### src/rtl/core/pcr_pkg.sv
// ----------------------------------------------------------------------------
// pcr_pkg
// Shared types and fixed-point constants of the polar circle rasterizer.
// ----------------------------------------------------------------------------
package pcr_pkg;

  localparam int COORD_BITS    = 16;
  localparam int COLOR_BITS    = 24;
  localparam int RADIUS_BITS   = 25;  // unsigned Q17.8
  localparam int STEP_BITS     = 25;  // Q1.24 radians
  localparam int ANGLE_BITS    = 27;  // Q3.24 radians
  localparam int Z_BITS        = 29;  // signed residue angle
  localparam int UNIT_BITS     = 32;  // signed Q2.28 unit vector
  localparam int CORDIC_STAGES = 24;
  localparam int STAGE_IDX_W   = 5;
  localparam int ROUND_SHIFT   = 36;  // 8 radius + 28 unit fraction bits

  localparam logic [ANGLE_BITS-1:0] HALF_PI = 27'd26353589;
  localparam logic [ANGLE_BITS-1:0] TWO_PI  = 27'd105414357;
  localparam logic [UNIT_BITS-1:0]  GAIN    = 32'd163008219;

  localparam logic CMD_LOAD = 1'b0;
  localparam logic CMD_STEP = 1'b1;

  typedef struct packed {
    logic                         load;
    logic signed [COORD_BITS-1:0] cx;
    logic signed [COORD_BITS-1:0] cy;
    logic signed [COORD_BITS:0]   dx;
    logic signed [COORD_BITS:0]   dy;
    logic [COLOR_BITS-1:0]        color;
  } item_t;

  typedef struct packed {
    logic  valid;
    item_t item;
  } q_head_t;

  typedef struct packed {
    logic [COORD_BITS-1:0] pixel_x;
    logic [COORD_BITS-1:0] pixel_y;
    logic [COLOR_BITS-1:0] pixel_color;
    logic                  last;
    logic                  error;
  } res_t;

  // arctan(2^-i) in Q.24, rounded to nearest
  function automatic logic [Z_BITS-1:0] atan_q24(input logic [STAGE_IDX_W-1:0] i);
    logic [Z_BITS-1:0] r;
    case (i)
      5'd0:    r = 29'd13176795;
      5'd1:    r = 29'd7778716;
      5'd2:    r = 29'd4110060;
      5'd3:    r = 29'd2086331;
      5'd4:    r = 29'd1047214;
      5'd5:    r = 29'd524117;
      5'd6:    r = 29'd262123;
      5'd7:    r = 29'd131069;
      5'd8:    r = 29'd65536;
      5'd9:    r = 29'd32768;
      5'd10:   r = 29'd16384;
      5'd11:   r = 29'd8192;
      5'd12:   r = 29'd4096;
      5'd13:   r = 29'd2048;
      5'd14:   r = 29'd1024;
      5'd15:   r = 29'd512;
      5'd16:   r = 29'd256;
      5'd17:   r = 29'd128;
      5'd18:   r = 29'd64;
      5'd19:   r = 29'd32;
      5'd20:   r = 29'd16;
      5'd21:   r = 29'd8;
      5'd22:   r = 29'd4;
      5'd23:   r = 29'd2;
      default: r = '0;
    endcase
    return r;
  endfunction

endpackage

### src/rtl/core/pcr_front.sv
// ----------------------------------------------------------------------------
// pcr_front
// Accepts input transfers, classifies them (load or step), forms the edge
// offsets and holds them in a two-entry queue for the back end.
// ----------------------------------------------------------------------------
module pcr_front (
  input  logic            clk,
  input  logic            rst_n,
  input  logic            in_tvalid,
  output logic            in_tready,
  input  logic [87:0]     in_tdata,   // mid_x, mid_y, edge_x, edge_y, color
  input  logic            in_tuser,   // cmd
  output pcr_pkg::q_head_t q_head,
  input  logic            q_pop
);

  pcr_pkg::item_t  mem [2];
  logic            wr_ptr_r, rd_ptr_r;
  logic [1:0]      cnt_r;
  logic            push, pop;
  pcr_pkg::item_t  new_item;
  logic signed [pcr_pkg::COORD_BITS-1:0] cx, cy, ex, ey;

  assign cx = in_tdata[15:0];
  assign cy = in_tdata[31:16];
  assign ex = in_tdata[47:32];
  assign ey = in_tdata[63:48];

  always_comb begin
    new_item.load  = (in_tuser == pcr_pkg::CMD_LOAD);
    new_item.cx    = cx;
    new_item.cy    = cy;
    new_item.dx    = 17'(ex) - 17'(cx);
    new_item.dy    = 17'(ey) - 17'(cy);
    new_item.color = in_tdata[87:64];
  end

  assign in_tready    = (cnt_r != 2'd2);
  assign push         = in_tvalid && in_tready;
  assign pop          = q_pop && (cnt_r != 2'd0);
  assign q_head.valid = (cnt_r != 2'd0);
  assign q_head.item  = mem[rd_ptr_r];

  always_ff @(posedge clk) begin
    if (push) begin
      mem[wr_ptr_r] <= new_item;
    end
  end

  always_ff @(posedge clk) begin
    if (!rst_n) begin
      wr_ptr_r <= 1'b0;
      rd_ptr_r <= 1'b0;
      cnt_r    <= 2'd0;
    end else begin
      if (push) wr_ptr_r <= ~wr_ptr_r;
      if (pop)  rd_ptr_r <= ~rd_ptr_r;
      cnt_r <= cnt_r + {1'b0, push} - {1'b0, pop};
    end
  end

endmodule

### config.mk
export PLATFORM = sky130hd
export DESIGN_NAME = pcr_front
export DESIGN_NICKNAME = d
export VERILOG_FILES = /design/src/rtl/core/pcr_pkg.sv /design/src/rtl/core/pcr_front.sv
export SDC_FILE = /design/constraint.sdc
export NUM_CORES = 1
export LEC_CHECK = 0
export BUFFER_PORTS_ARGS = -buffer_cell sky130_fd_sc_hd__buf_2
export CORE_MARGIN = 2
export CORE_UTILIZATION = 25
export DETAILED_ROUTE_END_ITERATION = 10
export PLACE_DENSITY_LB_ADDON = 0.05
export SLEW_MARGIN = 30
export SYNTH_ARGS = -nofsm -noshare
export SYNTH_HDL_FRONTEND = slang
export SYNTH_SLANG_ARGS = --single-unit
### constraint.sdc
create_clock -name clk -period 8.43 [get_ports clk]
set_clock_uncertainty 0.2 [all_clocks]
set_input_delay 0 -clock clk [delete_from_list [all_inputs] [get_ports clk]]
set_output_delay 0 -clock clk [all_outputs]
set_load 0.02 [all_outputs]
* Word level (Yosys, flattened, before mapping)
Memories as Yosys holds them, arrays and structs flattened. A register that Yosys moved wholly into a read port is not among the register bits. Cells that the tools add are included.
Storage, ports and cells: word-level logic and storage cells 19, bits of input ports 93, memories 1, output and inout port bits 93, flip-flop bits (word level) 4, bits in writable memories 182, bits in latches 0, ROM bits 0
Operators by class: bitwise operators 3, multipliers 0, order comparisons 0, multiplexer cells 4, equality and inequality tests 1, reduce and logical (&&, ||, !) cells 3, shifts and indexed selects 0, divide/modulo/power cells 0, add/subtract/negate cells 4
Memory list:
- mem | words 2, width 91, rd ports 1, clocked after memory_dff 1, write ports 1, RTL line pcr_front.sv:17 | pcr_pkg::item_t mem [2];
Operators by type and width (count):
- subtractor 16 x 16 -> 17 bit | 2
- 2-to-1 mux 1 bit | 4
- inverter 1 bit | 3
- adder 2 x 1 -> 2 bit | 1
- logical AND 1 bit | 2
- inequality test 2 bit, second input constant | 1
- nonzero test 2 bit | 1
- subtractor 2 x 1 -> 2 bit | 1

* Logic depth before layout (Yosys ltp)
Gate-level depths: netlist of the first run.
depth after elaboration 4, mapped depth 9, depth with buffers taken out 9

* Worst setup path after synthesis of the first run
Ideal clock, no wire load.
path kind reg-to-reg, start register cnt_r[0], end memory mem[0][0] (netlist bit), enable pin, period minus slack after synthesis 5.268 ns, data required time 7.687 ns, setup time 0.543 ns, setup slack 3.162 ns, data arrival time 4.525 ns, stages on the path, launching flop included 4, cells stage by stage dfxtp_1 > nand2b_1 > nand2_1 > nor2_1
Between the ends: word-level cells in the longest chain between the ends 4
RTL lines:
- start: declaration | RTL line pcr_front.sv:19 | logic [1:0] cnt_r;
- start signal: assignment | RTL line pcr_front.sv:58 | cnt_r <= cnt_r + {1'b0, push} - {1'b0, pop};
- inequality test 2 bit | RTL line pcr_front.sv:38 | assign in_tready = (cnt_r != 2'd2);
- named net in_tready | RTL line pcr_front.sv:10 | output logic in_tready,
- logical AND 1 bit | RTL line pcr_front.sv:39 | assign push = in_tvalid && in_tready;
- 2-to-1 mux 1 bit | RTL line pcr_front.sv:45 | if (push) begin
- 2-to-1 mux 1 bit (implied by the code) | RTL line pcr_front.sv:46 | mem[wr_ptr_r] <= new_item;
- end: declaration | RTL line pcr_front.sv:17
The timed path passes the listed nets, and every way through them passes these cells.

==> results of run 1 <==
-- power by group --
part	switching, uW	total (uW)	internal, uW
Combinational	503	858	355
Sequential	51.2	1230	1180
Clock	398	885	487
Total	952	2970	2020
-- cells by family after synthesis --
| kind of cell | count (synthesis) | synth area share, % |
|---|---|---|
| compound gates | 79 | 6.822 |
| xor+xnor | 23 | 2.382 |
| fa+ha+maj | 36 | 5.505 |
| buf+inv | 63 | 2.811 |
| flops | 187 | 65.82 |
| mux | 93 | 12.37 |
| simple gates | 71 | 4.291 |
-- layout by cell type (no fill, tap or decap), types with 3 or more instances in the layout --
master and n:
a21o_1 13, a21oi_1 20, a31oi_1 5, and2_1 5
buf_2 185, buf_4 4, bufinv_16 3, clkbuf_16 17
clkinv_8 3, dfxtp_1 4, dlygate4sd3_1 89, edfxtp_1 182
ha_1 34, inv_1 48, inv_6 3, inv_8 4
mux2_2 92, nand2_1 12, nand2b_1 5, nand3_1 5
nand4_1 4, nor2_1 20, nor2b_1 8, o211ai_1 5
o21a_1 8, o21ai_0 8, xnor2_1 14, xor2_1 9
-- layout make-up --
type,instances,area (um2),area share [%]
tap,448,560.5,4.886
clock inverter,15,226.5,1.974
timing repair buffer,278,1847,16.10
sequential,187,5569,48.54
clock buffer,17,425.4,3.708
multi-input combinational,302,2665,23.23
inverter,48,180.2,1.570
-- timing repair --
action / CTS / global route
hold endpoints to repair: 185 / 0
hold buffers: 89 / 0
resized for setup: 0 / 0
setup endpoints to repair: 0 / 0
-- per-stage QoR --
stage	instance area [um2]	setup WS (ns)	hold slack (ns)	power, uW
floorplan	8456	3.162	-0.1011	1815
global placement	9931	5.605	-0.008830	2095
detailed placement	9931	5.578	-0.006472	2102
CTS	11470	5.345	0.001088	3038
global route	11470	5.166	0.06085	3135
finish	11470	5.333	0.03855	2974
-- metal layers --
metal  up-vias  wire [um]  GRT usage [%]
met5         -          0              0
met4         0        221          3.816
met3        12        720          2.508
met2       123      10020          20.17
met1      2591       8852          14.04
li1       2646          -              -
-- state kept, by name, summed over array words and instances, names as in the netlist, named ones only --
| signal | cells |
|---|---|
| mem | 182 |
| cnt_r | 2 |
| rd_ptr_r | 1 |
| wr_ptr_r | 1 |
-- worst min-delay path by stage --
stage / end / depth (start not counted)
floorplan: mem[0][0]$_DFFE_PP_ / 0
global placement: mem[1][12]$_DFFE_PP_ / 1
detailed placement: mem[0][20]$_DFFE_PP_ / 1
CTS: mem[0][33]$_DFFE_PP_ / 4
global route: mem[0][10]$_DFFE_PP_ / 2
finish: mem[1][56]$_DFFE_PP_ / 5
-- worst register-to-register path: cells and delay by family (launching register included) --
kind          cells  cell delay, ns
flops             1            0.34
simple gates      3            0.60
buf+inv           2            1.19
==> flow_metrics.env, run 1 <==
export IMPL_drc=0
export IMPL_initial_core_util_pct=25.28
export IMPL_regToRegStartpoint="cnt_r[0]$_SDFF_PN0_"
export IMPL_synthFlopType="edfxtp_1"
export IMPL_crit_path_end_kind="flip-flop"
export IMPL_status="finished, final reports clean"
export IMPL_cts_tree="done"
export IMPL_hold_class="input port to flip-flop"
export IMPL_drv_slew=0
export IMPL_yosys_area_top_type="edfxtp_1"
export IMPL_fin_util_pct=34.30
export IMPL_leakage_uw=0.004480
export IMPL_tightest_slew_ns=0.7612
export IMPL_cts_buffers_inserted=17
export IMPL_peakVddDrop_uv=152.6
export IMPL_ys_top_cells_by_count="edfxtp_1 (182), mux2_2 (92), inv_1 (48), ha_1 (34), nor2_1 (21)"
export IMPL_wire_per_inst_um=15.30
export IMPL_rsz0062_at_grt="false"
export IMPL_cp_endpoint="mem[0][57]$_DFFE_PP_"
export IMPL_h_tree_depth=4
export IMPL_n_antenna_cell=0
export IMPL_fin_cells=1295
export IMPL_die_y_um=187.9
export IMPL_critPathSlowestCell="dlygate4sd3_1"
export IMPL_grt_pass1_wl_um=31050
export IMPL_drive_above_1_share_pct=38.13
export IMPL_final_nets=963
export IMPL_setup_viol=0
export IMPL_grt_overflow=0
export IMPL_yosysUniqueCellTypes=50
export IMPL_max_stage_delay_ns=0.56
export IMPL_synth_edf_count=182
export IMPL_r2r_slack_ns=5.68
export IMPL_critPathRequiredTime_ns=8.42
export IMPL_dr_pass1_iters=4
export IMPL_grt_max_degree=54
export IMPL_dpl_hpwl_um=13610
export IMPL_p_per_area_mw_per_mm2=259.2
export IMPL_synth_warnings=0
export IMPL_cp_max_fo=4
export IMPL_fmax_ghz=0.3229
export IMPL_rows=67
export IMPL_worstPathCellList="dlygate4sd3_1, buf_2, ha_1, fa_1, nor2b_1, o2111ai_1, a21o_1, a211o_1, a21oi_1, o22ai_1, dlygate4sd3_1"
export IMPL_ys_ff_latch=187
export IMPL_syn_avg_cell_area_um2=15.32
export IMPL_ys_seq_area_share_pct=65.82
export IMPL_cpMostUsedCell="dlygate4sd3_1"
export IMPL_crit_path_start="in_tdata[0]"
export IMPL_insertion_delay_ns=0.43
export IMPL_totalWireLength_um=19820
export IMPL_area_delta_synth_final_pct=35.69
export IMPL_yosysMostFrequentCell="edfxtp_1"
export IMPL_grt_pass1_vias=5660
export IMPL_netlist_area_leader_share_pct=64.63
export IMPL_yosys_top_cells_area="edfxtp_1 (65%), mux2_2 (12%), ha_1 (5.0%)"
export IMPL_syn_area_mm2=0.008456
export IMPL_syn_num_nets=681
export IMPL_gp_congestion=0.7314
export IMPL_die_area_mm2=0.03531
export IMPL_grt_use_total_pct=11.51
export IMPL_vias=5372
export IMPL_fin_crit_sh_pct=36.74
export IMPL_fp_coreArea_mm2=0.03345
export IMPL_viasPerCell=4.148
export IMPL_clock_path_buffers=2
export IMPL_rr_worst_depth=5
export IMPL_path_clk_slew_ns=0.08
export IMPL_drtAntennaViolNets=0
export IMPL_syn_inst=552
export IMPL_arrival_ns=3.09
export IMPL_io_buffers=185
export IMPL_critPathLaunchType="input port"
export IMPL_clockRootBuffer="clkbuf_16"
export IMPL_path_delay_family="buffers and inverters"
export IMPL_antenna_found_initial=0
export IMPL_post_cts_buffers=0
export IMPL_hold_viol_final=0
export IMPL_n_fill_cell=3298
export IMPL_cap_violations=0
export IMPL_drt_iter0_drc=234
export IMPL_fin_crit_ns=3.097
export IMPL_setup_tns_ns=0
export IMPL_cp_depth=11
export IMPL_placed_cells=1174
export IMPL_relSlewSlack_pct=49.25
export IMPL_io_pins=186
export IMPL_hold_start="in_tdata[46]"
export IMPL_worstSetupPathType="input port to flip-flop"
export IMPL_ys_async_sr_fraction_pct=0
export IMPL_clock_sinks=187
export IMPL_r2r_end="mem[0][6]$_DFFE_PP_"
export IMPL_die_w_um=187.9
export IMPL_crit_buf_inv=3
No activity file was read; power rests on OpenSTA's default activity.
==> run 2: changes to the inputs <==
--- a/config.mk
+++ b/config.mk
@@ -5,6 +5,7 @@
 export SDC_FILE = /design/constraint.sdc
 export NUM_CORES = 1
 export LEC_CHECK = 0
+export ABC_AREA = 1
 export BUFFER_PORTS_ARGS = -buffer_cell sky130_fd_sc_hd__buf_2
 export CORE_MARGIN = 2
 export CORE_UTILIZATION = 25
==> constraint.sdc (replaced) <==
create_clock -name clk -period 2.6 [get_ports clk]
set_clock_uncertainty 0.2 [all_clocks]
set_input_delay 0 -clock clk [delete_from_list [all_inputs] [get_ports clk]]
set_output_delay 0 -clock clk [all_outputs]
set_load 0.02 [all_outputs]
==> run 2 against run 1 <==
Effect of this change: die area is 5.2% higher; first-iteration DRC count decreased by 9.4%; sequential power grew to 3.3 times the previous value; final cell count grew 17%; area after synthesis up 5.3%; hold slack improved by 0.039 ns; clock power increased to 3.0 times the previous value; synthesized cell count rose by 35%; sequential share of layout area decreased by 2.0 points; global-route usage up 0.55 points; via count is 13% higher; largest power group unchanged.
==> flow_metrics.env, run 2 <==
export IMPL_status="finished, final reports clean"
export IMPL_synth_top_family_by_area="multiplexers"
export IMPL_ys_async_sr_fraction_pct=0
export IMPL_vias=6045
export IMPL_insertion_delay_ns=0.44
export IMPL_yosysMostFrequentCell="nand2_1"
export IMPL_synth_xor_area_share_pct=1.476
export IMPL_arrival_ns=1.92
export IMPL_die_w_um=192.7
export IMPL_syn_avg_cell_area_um2=11.97
export IMPL_drt_iter0_drc=212
export IMPL_io_pins=186
export IMPL_clock_sinks=187
export IMPL_leakage_uw=0.005256
export IMPL_rr_worst_depth=10
export IMPL_hold_viol_final=0
export IMPL_n_antenna_cell=0
export IMPL_yosys_area_top_type="edfxtp_1"
export IMPL_clock_path_buffers=2
export IMPL_crit_path_end_kind="output pin"
export IMPL_largest_reg_flops=182
export IMPL_synthFlopType="edfxtp_1"
export IMPL_fin_crit_sh_pct=81.41
export IMPL_worstSetupPathType="flip-flop to output pin"
export IMPL_regToRegStartpoint="cnt_r[1]$_SDFF_PN0_"
export IMPL_syn_num_nets=873
export IMPL_die_area_mm2=0.03714
export IMPL_fin_crit_ns=2.117
export IMPL_rsz0062_at_grt="false"
export IMPL_dpl_hpwl_um=15390
export IMPL_h_tree_depth=4
export IMPL_whs_path_depth=2
export IMPL_cap_violations=0
export IMPL_relSlewSlack_pct=73.30
export IMPL_grt_overflow=0
export IMPL_hold_class="input port to flip-flop"
export IMPL_netlist_area_leader_share_pct=61.39
export IMPL_area_delta_synth_final_pct=34.45
export IMPL_dr_pass1_iters=4
export IMPL_top_regs="mem: 182 flops, cnt_r: 2 flops"
export IMPL_critPathLaunchType="flip-flop"
export IMPL_p_per_area_mw_per_mm2=814.2
export IMPL_grt_pass1_wl_um=33170
export IMPL_cp_max_fo=21
export IMPL_worstPathCellList="buf_4, mux2_2, buf_2"
export IMPL_grtUsageMet1_pct=14.96
export IMPL_hold_start="in_tdata[75]"
export IMPL_totalWireLength_um=22010
export IMPL_drive_above_1_share_pct=30.95
export IMPL_critPathRequiredTime_ns=2.40
export IMPL_syn_inst=744
export IMPL_fmax_ghz=0.4724
export IMPL_yosys_top_cells_area="edfxtp_1 (61%), mux2_2 (12%), nand2_1 (8.0%)"
export IMPL_cts_tree="done"
export IMPL_cts_buffers_inserted=17
export IMPL_synth_edf_count=182
export IMPL_hold_end="mem[1][11]$_DFFE_PP_"
export IMPL_r2r_slack_ns=0.85
export IMPL_muxShareOfSynthArea_pct=11.51
export IMPL_grt_pass1_vias=5951
export IMPL_grt_use_total_pct=12.06
export IMPL_io_buffers=185
export IMPL_path_clk_slew_ns=0.07
export IMPL_critPathSlowestCell="dfxtp_4"
export IMPL_die_y_um=192.7
export IMPL_dpl_worst_slack_ns=0.6713
export IMPL_peakVddDrop_uv=452.3
export IMPL_final_cell_mix="nand2_1 (187), buf_2 (185), edfxtp_1 (182)"
export IMPL_synth_fa_ha_area_share_pct=5.228
export IMPL_drtAntennaViolNets=0
export IMPL_tightest_slew_ns=0.4006
export IMPL_viasPerCell=4.001
export IMPL_synth_compound_area_share_pct=1.518
export IMPL_max_stage_delay_ns=0.60
export IMPL_initial_core_util_pct=25.21
export IMPL_synth_warnings=0
export IMPL_clockRootBuffer="clkbuf_16"
export IMPL_top_register="mem"
export IMPL_post_cts_buffers=0
export IMPL_setup_ws_ns=0.4834
export IMPL_yosys_area_share_simple_pct=10.75
export IMPL_ys_top_cells_by_count="nand2_1 (189), edfxtp_1 (182), inv_1 (135), mux2_2 (91), ha_1 (34)"
export IMPL_gp_congestion=0.7732
export IMPL_final_nets=1166
export IMPL_grt_max_degree=53
export IMPL_wire_per_inst_um=14.57
export IMPL_drv_slew=0
export IMPL_fp_coreArea_mm2=0.03531
export IMPL_antenna_found_initial=0
export IMPL_drc=0
export IMPL_grtUsageMet3_pct=2.782
export IMPL_yosysUniqueCellTypes=19
export IMPL_rows=69
export IMPL_ys_ff_latch=187
export IMPL_met2_usage_pct=20.42
export IMPL_ys_seq_area_share_pct=62.52
export IMPL_setup_tns_ns=0
export IMPL_grt_busiest_layer="met2"
export IMPL_setup_viol=0
export IMPL_r2r_end="cnt_r[1]$_SDFF_PN0_"
export IMPL_final_common_cell="nand2_1"
export IMPL_syn_area_mm2=0.008902
## run 2: cell count changes after synthesis, moves of 7 or more
cell / delta
a21o_1: -13
buf_6: +9
clkbuf_1: -14
inv_1: +87
nand2_1: +177
nand3_1: +17
nor2b_1: -8
nor3_1: +7
o21a_1: -8
xnor2_1: -9
## run 2: kinds of logic (layout without fill, tap and decap cells)
group	after synthesis	count (layout)
compound gates	27	27
flops	187	187
fa+ha+maj	36	36
simple gates	241	241
mux	91	91
xor+xnor	15	15
buf+inv	147	453
## run 2: worst max-delay path by stage
stage	from	to	slack [ns]	depth (start not counted)
finish	flip-flop	q_head[70]	0.48	3
global route	flip-flop	q_head[70]	0.36	3
CTS	flip-flop	q_head[70]	0.38	3
detailed placement	in_tdata[16]	mem[0][36]$_DFFE_PP_	0.67	11
global placement	in_tdata[16]	mem[0][40]$_DFFE_PP_	0.69	11
floorplan	cnt_r[0]$_SDFF_PN0_	mem[0][0]$_DFFE_PP_	0.01	4
## run 2: per-stage QoR
step / instance area [um2] / hold WS (ns) / util [%] / power [uW] / std cells
floorplan: 8927 / -0.1065 / - / 6101 / 744
global placement: 10450 / -0.006705 / 29.60 / 7170 / 1387
detailed placement: 10450 / -0.006904 / 29.60 / 7161 / 1387
CTS: 11970 / 0.03966 / 33.90 / 10010 / 1511
global route: 11970 / 0.05801 / 33.90 / 10330 / 1511
finish: 11970 / 0.07803 / 33.90 / 9745 / 1511
## run 2: layer usage
layer	up-vias	share of wire, %
li1	3070	-
met1	2853	45
met2	105	49
met3	17	4.6
met4	0	1.4
met5	-	0
## run 2: repair_timing
action | in CTS | in global routing
hold buffers | 92 | 0
resized for setup | 0 | 0
hold endpoints to repair | 187 | 0
## run 2: power by group
group	internal (uW)	switching [uW]	total (uW)
logic	1200	1850	3040
registers	3910	140	4050
clock network	1480	1170	2650
total	6590	3160	9750
## run 2: area by class of cell
cell class | count | area [um2]
Clock inverter | 12 | 138.9
Timing Repair Buffer | 284 | 1974
Tap cell | 461 | 576.8
Multi-Input combinational cell | 410 | 2739
Clock buffer | 20 | 456.7
Fill cell | 3625 | 23340
Inverter | 137 | 514.2
Sequential cell | 187 | 5569
## run 2: critical path: cells and delay by family (launching register included)
| family | cells | cell delay (ns) |
|---|---|---|
| mux | 1 | 0.37 |
| buf+inv | 2 | 0.51 |
| flops | 1 | 0.60 |
